**config.mk**
```make
export PLATFORM = sky130hd
export DESIGN_NAME = pebc_ctrl
export DESIGN_NICKNAME = d
export VERILOG_FILES = /design/src/sv/pebc_pkg.sv /design/src/sv/pebc_ctrl.sv
export SDC_FILE = /design/constraint.sdc
export NUM_CORES = 1
export LEC_CHECK = 0
export BUFFER_PORTS_ARGS = -buffer_cell sky130_fd_sc_hd__buf_2
export CAP_MARGIN = 15
export CORE_MARGIN = 10
export CORE_UTILIZATION = 30
export DETAILED_ROUTE_END_ITERATION = 6
export MAX_ROUTING_LAYER = met4
export PLACE_DENSITY_LB_ADDON = 0.25
export SLEW_MARGIN = 5
export SYNTH_ARGS = -nofsm -noshare
export SYNTH_HDL_FRONTEND = slang
export SYNTH_SLANG_ARGS = --single-unit
```
**constraint.sdc**
```tcl
create_clock -name clk_i -period 2.45 [get_ports clk_i]
set_clock_uncertainty 0.05 [all_clocks]
set_input_delay 0.1225 -clock clk_i [delete_from_list [all_inputs] [get_ports clk_i]]
set_output_delay 0.1225 -clock clk_i [all_outputs]
set_load 0.03 [all_outputs]
```
**src/sv/pebc_pkg.sv**
```systemverilog
// Shared types and constants for the particle Euler step block.
package pebc_pkg;

  // Divider geometry: |force| * 2^16 over a 31-bit mass.
  localparam int unsigned DIV_NUM_W = 48;
  localparam int unsigned DIV_DEN_W = 31;

  // Item kinds carried on the input tuser bit.
  localparam logic MODE_LOAD = 1'b0;
  localparam logic MODE_STEP = 1'b1;

  // Configuration register indexes.
  localparam logic [1:0] CFG_FORCE_X     = 2'd0;
  localparam logic [1:0] CFG_FORCE_Y     = 2'd1;
  localparam logic [1:0] CFG_RESTITUTION = 2'd2;

  typedef enum logic [3:0] {
    ST_IDLE,
    ST_DIV_X,
    ST_DIV_Y,
    ST_MUL_VX,
    ST_MUL_VY,
    ST_MUL_AX,
    ST_MUL_AY,
    ST_MUL_END,
    ST_BOUNCE,
    ST_BOUNCE_END,
    ST_COMMIT,
    ST_DONE
  } pebc_state_e;

  // Operand pair presented to the shared multiplier.
  typedef enum logic [2:0] {
    MUL_VX,
    MUL_VY,
    MUL_AX,
    MUL_AY,
    MUL_BNC
  } pebc_mul_e;

  // Which intermediate register takes the truncated product.
  typedef enum logic [2:0] {
    CAP_NONE,
    CAP_X,
    CAP_Y,
    CAP_VX,
    CAP_VY,
    CAP_BNC
  } pebc_cap_e;

  typedef struct packed {
    logic      load;
    logic      take_step;
    logic      div_start;
    logic      div_sel_y;
    logic      acc_wr_x;
    logic      acc_wr_y;
    pebc_mul_e mul_sel;
    pebc_cap_e cap;
    logic      commit;
    logic      out_load;
  } pebc_cmd_t;

  typedef struct packed {
    logic div_busy;
    logic div_done;
    logic ground;
    logic dead;
  } pebc_sts_t;

  typedef struct packed {
    logic        bounced;
    logic        is_dead;
    logic [31:0] life_left;
    logic [31:0] vel_y;
    logic [31:0] vel_x;
    logic [31:0] pos_y;
    logic [31:0] pos_x;
  } pebc_result_t;

endpackage

```
**src/sv/pebc_ctrl.sv**
```systemverilog
// Sequencer that steps the datapath through a load or an Euler step.
module pebc_ctrl (
  input  logic                clk_i,
  input  logic                rst_ni,
  input  logic                in_valid_i,
  input  logic                in_mode_i,
  output logic                in_ready_o,
  output logic                out_valid_o,
  input  logic                out_ready_i,
  input  pebc_pkg::pebc_sts_t sts_i,
  output pebc_pkg::pebc_cmd_t cmd_o
);
  import pebc_pkg::*;

  pebc_state_e state_q, state_d;
  logic        out_valid_q, out_valid_d;

  always_ff @(posedge clk_i or negedge rst_ni) begin
    if (!rst_ni) begin
      state_q     <= ST_IDLE;
      out_valid_q <= 1'b0;
    end else begin
      state_q     <= state_d;
      out_valid_q <= out_valid_d;
    end
  end

  always_comb begin
    state_d    = state_q;
    cmd_o      = '0;
    in_ready_o = 1'b0;
    unique case (state_q)
      ST_IDLE: begin
        in_ready_o = 1'b1;
        if (in_valid_i) begin
          if (in_mode_i == MODE_STEP) begin
            cmd_o.take_step = 1'b1;
            cmd_o.div_start = 1'b1;
            state_d         = ST_DIV_X;
          end else begin
            cmd_o.load = 1'b1;
            state_d    = ST_DONE;
          end
        end
      end
      ST_DIV_X: begin
        if (sts_i.div_done) begin
          cmd_o.acc_wr_x  = 1'b1;
          cmd_o.div_start = 1'b1;
          cmd_o.div_sel_y = 1'b1;
          state_d         = ST_DIV_Y;
        end
      end
      ST_DIV_Y: begin
        if (sts_i.div_done) begin
          cmd_o.acc_wr_y = 1'b1;
          state_d        = ST_MUL_VX;
        end
      end
      ST_MUL_VX: begin
        cmd_o.mul_sel = MUL_VX;
        state_d       = ST_MUL_VY;
      end
      ST_MUL_VY: begin
        cmd_o.mul_sel = MUL_VY;
        cmd_o.cap     = CAP_X;
        state_d       = ST_MUL_AX;
      end
      ST_MUL_AX: begin
        cmd_o.mul_sel = MUL_AX;
        cmd_o.cap     = CAP_Y;
        state_d       = ST_MUL_AY;
      end
      ST_MUL_AY: begin
        cmd_o.mul_sel = MUL_AY;
        cmd_o.cap     = CAP_VX;
        state_d       = ST_MUL_END;
      end
      ST_MUL_END: begin
        cmd_o.cap = CAP_VY;
        state_d   = sts_i.ground ? ST_BOUNCE : ST_COMMIT;
      end
      ST_BOUNCE: begin
        cmd_o.mul_sel = MUL_BNC;
        state_d       = ST_BOUNCE_END;
      end
      ST_BOUNCE_END: begin
        cmd_o.cap = CAP_BNC;
        state_d   = ST_COMMIT;
      end
      ST_COMMIT: begin
        cmd_o.commit = 1'b1;
        state_d      = ST_DONE;
      end
      ST_DONE: begin
        if (!out_valid_q || out_ready_i) begin
          cmd_o.out_load = 1'b1;
          state_d        = ST_IDLE;
        end
      end
      default: state_d = ST_IDLE;
    endcase
  end

  always_comb begin
    out_valid_d = out_valid_q;
    if (cmd_o.out_load) out_valid_d = 1'b1;
    else if (out_ready_i) out_valid_d = 1'b0;
  end

  assign out_valid_o = out_valid_q;

endmodule

```
==> PnR_summary.wiki <==
{| class="wikitable"
! Metric !! Value
|-
| Status || finished clean
|-
| Area Overhead vs Synth || 23.35%
|-
| Capture point of the worst reg-to-reg path || state_q[1]
|-
| Insertion delay of the later-clocked pin in the worst-skew pair || between 0.2 and 0.25 ns
|-
| Commonest non-fill, non-tap cell in the layout || sky130_fd_sc_hd__buf_2
|-
| Largest vdd supply drop || 0.3985 mV
|-
| Remaining antenna violation count after routing || 0
|-
| Maximum Capacitance Violations || 0
|-
| CORE AREA || 0.001524 mm^2
|-
| Post-synthesis instance area || 493.0 um^2
|-
| FFs w/ async S/R, synth || 100.0%
|-
| Antenna violations before repair || 0
|-
| Final worst path period need || a little under 2 ns
|-
| Setup Fix Bufs, Post-CTS || 0
|-
| Reg2Reg Depth || 4
|-
| Number of rows created at floorplan || 14
|-
| Power per unit of standard cell area || 1468 mW/mm^2
|-
| Chip Height || 60.54 um
|-
| # IOs || 25
|-
| Violation count after the first detailed-route iteration || 5
|-
| CTS tree || done
|-
| Number of synthesized flops with an enable pin || 0
|-
| Number of hold violations in the final report || 0
|-
| Register-to-Register Setup Slack || ~0.8 ns
|-
| HPWL after detailed placement || between 900 and 1000 um
|-
| Total number of vias || slightly below 500
|-
| Number of global-route vias before repair || about 500
|-
| Number of port buffers || 22
|-
| P_leak || 0.3074 nW
|-
| Most used DFF post-synth || sky130_fd_sc_hd__dfrtp_1
|-
| Startpoint of the most critical register-to-register path || state_q[0]
|-
| Seq cells post-synth || 5
|-
| DR vias/cell || approximately 4.9
|-
| RSZ-0062 raised after global routing || no
|-
| Filler instances || approximately 160
|-
| Post-cts resize count || 0
|-
| Post-layout instance area || ~610 um^2
|-
| Mean instance size in the synthesized netlist || just under 8 um^2
|-
| Post-detailed-placement cell area || around 570 um^2
|-
| Sequential-to-total area share from yosys stat || approximately 25%
|-
| Total DRC errors in the routed layout || 0
|-
| Peak clock frequency supported by timing || 518.4 MHz
|-
| Setup_tns || 0 ns
|-
| Maximum fanout encountered on the critical timing path || 16
|-
| Cell depth of the worst min-delay path || 3
|-
| Arrival time at the worst endpoint || between 1.5 and 2 ns
|-
| Fraction of layout instances using a drive strength above 1 || 37.35%
|-
| Final max-slew violation count || 0
|-
| Cell variety after synth || 29
|-
| Number of failing setup endpoints in the final timing report || 0
|-
| Overflow left after global routing || 0
|-
| Gr usage total || 7.134%
|-
| Detailed Route WL || 1179 um
|-
| Die outline width || 60.54 um
|-
| Data required time of the critical path || about 2.3 ns
|-
| Starting density of the core || 32.35%
|-
| CP startpoint kind || flip-flop
|-
| Maximum root-to-sink buffer count || 2
|-
| HP Class || in2reg
|-
| Sort of element at the end of the critical path || output port
|-
| Register area || between 100 and 150 um^2
|-
| Slew at the pin with the worst max-slew slack || between 0.4 and 0.5 ns
|-
| Sink count of the clock tree || 5
|-
| Number of clock buffers inserted by TritonCTS || 3
|-
| Final-stage net count || 93
|-
| Die outline area || 0.003664 mm^2
|-
| Hold WS || around 0.17 ns
|-
| Final weighted congestion of routability-driven global placement || between 0.7 and 0.8
|-
| Ratio of final minimum period to clock period || ~79%
|-
| Count of hold-fix buffers inserted at cts || 1
|-
| Worst path setup slack after routing || between 0.5 and 0.6 ns
|-
| Synth Instances || 64
|-
| Clk Tree Root Cell || sky130_fd_sc_hd__clkbuf_4
|-
| Clock slew at reported path FFs || 0.05 ns
|-
| End point of the most critical hold path || out_valid_o
|-
| Total nets after synthesis || 73
|-
| HP Start || out_ready_i
|-
| Synth Warn # || 0
|-
| Max-Slew Margin vs Limit || ~70%
|-
| Area of the multi-input gates || 312.8 um^2
|-
| Final core utilization || approximately two fifths
|-
| Antenna cells || 0
|-
| Maximum number of pins on one net before global-route repair || 17
|-
| Initial DRT Pass Iterations || 4
|-
| Commonest cells after routing, fill and taps aside || 22 x sky130_fd_sc_hd__buf_2, 13 x sky130_fd_sc_hd__nor2_1, 5 x sky130_fd_sc_hd__nand2_1, 5 x sky130_fd_sc_hd__dfrtp_1
|-
| H-tree levels || 1
|-
| First-pass GRT wire length || roughly 2000 um
|-
| Drt wl/cell || ~12 um
|-
| Post-Place Worst Slack || just under 0.8 ns
|-
| Startpoint-to-endpoint class of the critical path || reg2out
|}
## cell type report
cell class / instances / area share [%]
well taps: 16 / 3.292
multi-input cells: 50 / 51.44
clock buffers: 4 / 4.321
inverters: 1 / 0.6173
repair buffers: 23 / 19.75
flip-flops and latches: 5 / 20.58
## routing by layer
layer / vias up / global-route usage [%] / wire length (um)
li1: 255 / - / -
met1: 217 / 7.067 / 483
met3: 2 / 2.505 / 106
met2: 14 / 12.06 / 567
met4: 0 / 3.762 / 22
met5: - / - / 0
## worst max-delay path, cell delays in order, from the launching register on
cell and delay, ns:
sky130_fd_sc_hd__dfrtp_1 0.53, sky130_fd_sc_hd__or4_4 0.58, sky130_fd_sc_hd__inv_1 0.09, sky130_fd_sc_hd__nand2_1 0.05
sky130_fd_sc_hd__nor2_1 0.07, sky130_fd_sc_hd__buf_2 0.20
## metrics by stage
step                      power [mW]  std cells
after floorplan               0.7153         64
after global placement        0.8072         94
after detailed placement      0.8065         94
after CTS                     0.9044         99
after global routing          0.9813         99
final                         0.8927         99
## Yosys cell counts (3+ instances only)
library cell	n	share of area, %
sky130_fd_sc_hd__nand2b_1	3	3.8
sky130_fd_sc_hd__a21oi_1	3	3.0
sky130_fd_sc_hd__buf_4	3	4.6
sky130_fd_sc_hd__o21ai_0	3	3.0
sky130_fd_sc_hd__nand2_1	5	3.8
sky130_fd_sc_hd__dfrtp_1	5	25
sky130_fd_sc_hd__nor2_1	13	9.9
sky130_fd_sc_hd__nor3_1	3	3.0
## where the power goes
part	leakage [nW]	switching, mW	internal [mW]
logic	0.230	0.354	0.221
registers	0.0625	0.106	0.119
clock network	0.0150	0.0317	0.0615
total	0.307	0.492	0.401
## sequential cells by signal (all words and copies together), names as in the netlist
register	flops
out_valid_o	1
state_q	4
## worst max path at each step
stage | from | end | slack, ns | cells after the start
floorplan | state_q[3] | cmd_o[13] | 0.51 | 5
global placement | state_q[0] | cmd_o[13] | 0.76 | 5
detailed placement | state_q[0] | cmd_o[13] | 0.77 | 5
CTS | state_q[0] | cmd_o[13] | 0.50 | 5
global route | state_q[0] | cmd_o[13] | 0.37 | 5
finish | state_q[0] | cmd_o[13] | 0.52 | 5
## logic make-up (layout without fill, tap and decap cells)
family	Yosys count	count (layout)	synth area share (%)
AND/OR/NAND/NOR	33	33	35.03
AO/OA/AOI/OAI	13	13	20.81
buffers and inverters	9	28	11.17
flip-flops	5	5	25.38
XOR/XNOR	2	2	3.554
multiplexers	2	2	4.061
No activity file was read; power rests on OpenSTA's default activity.
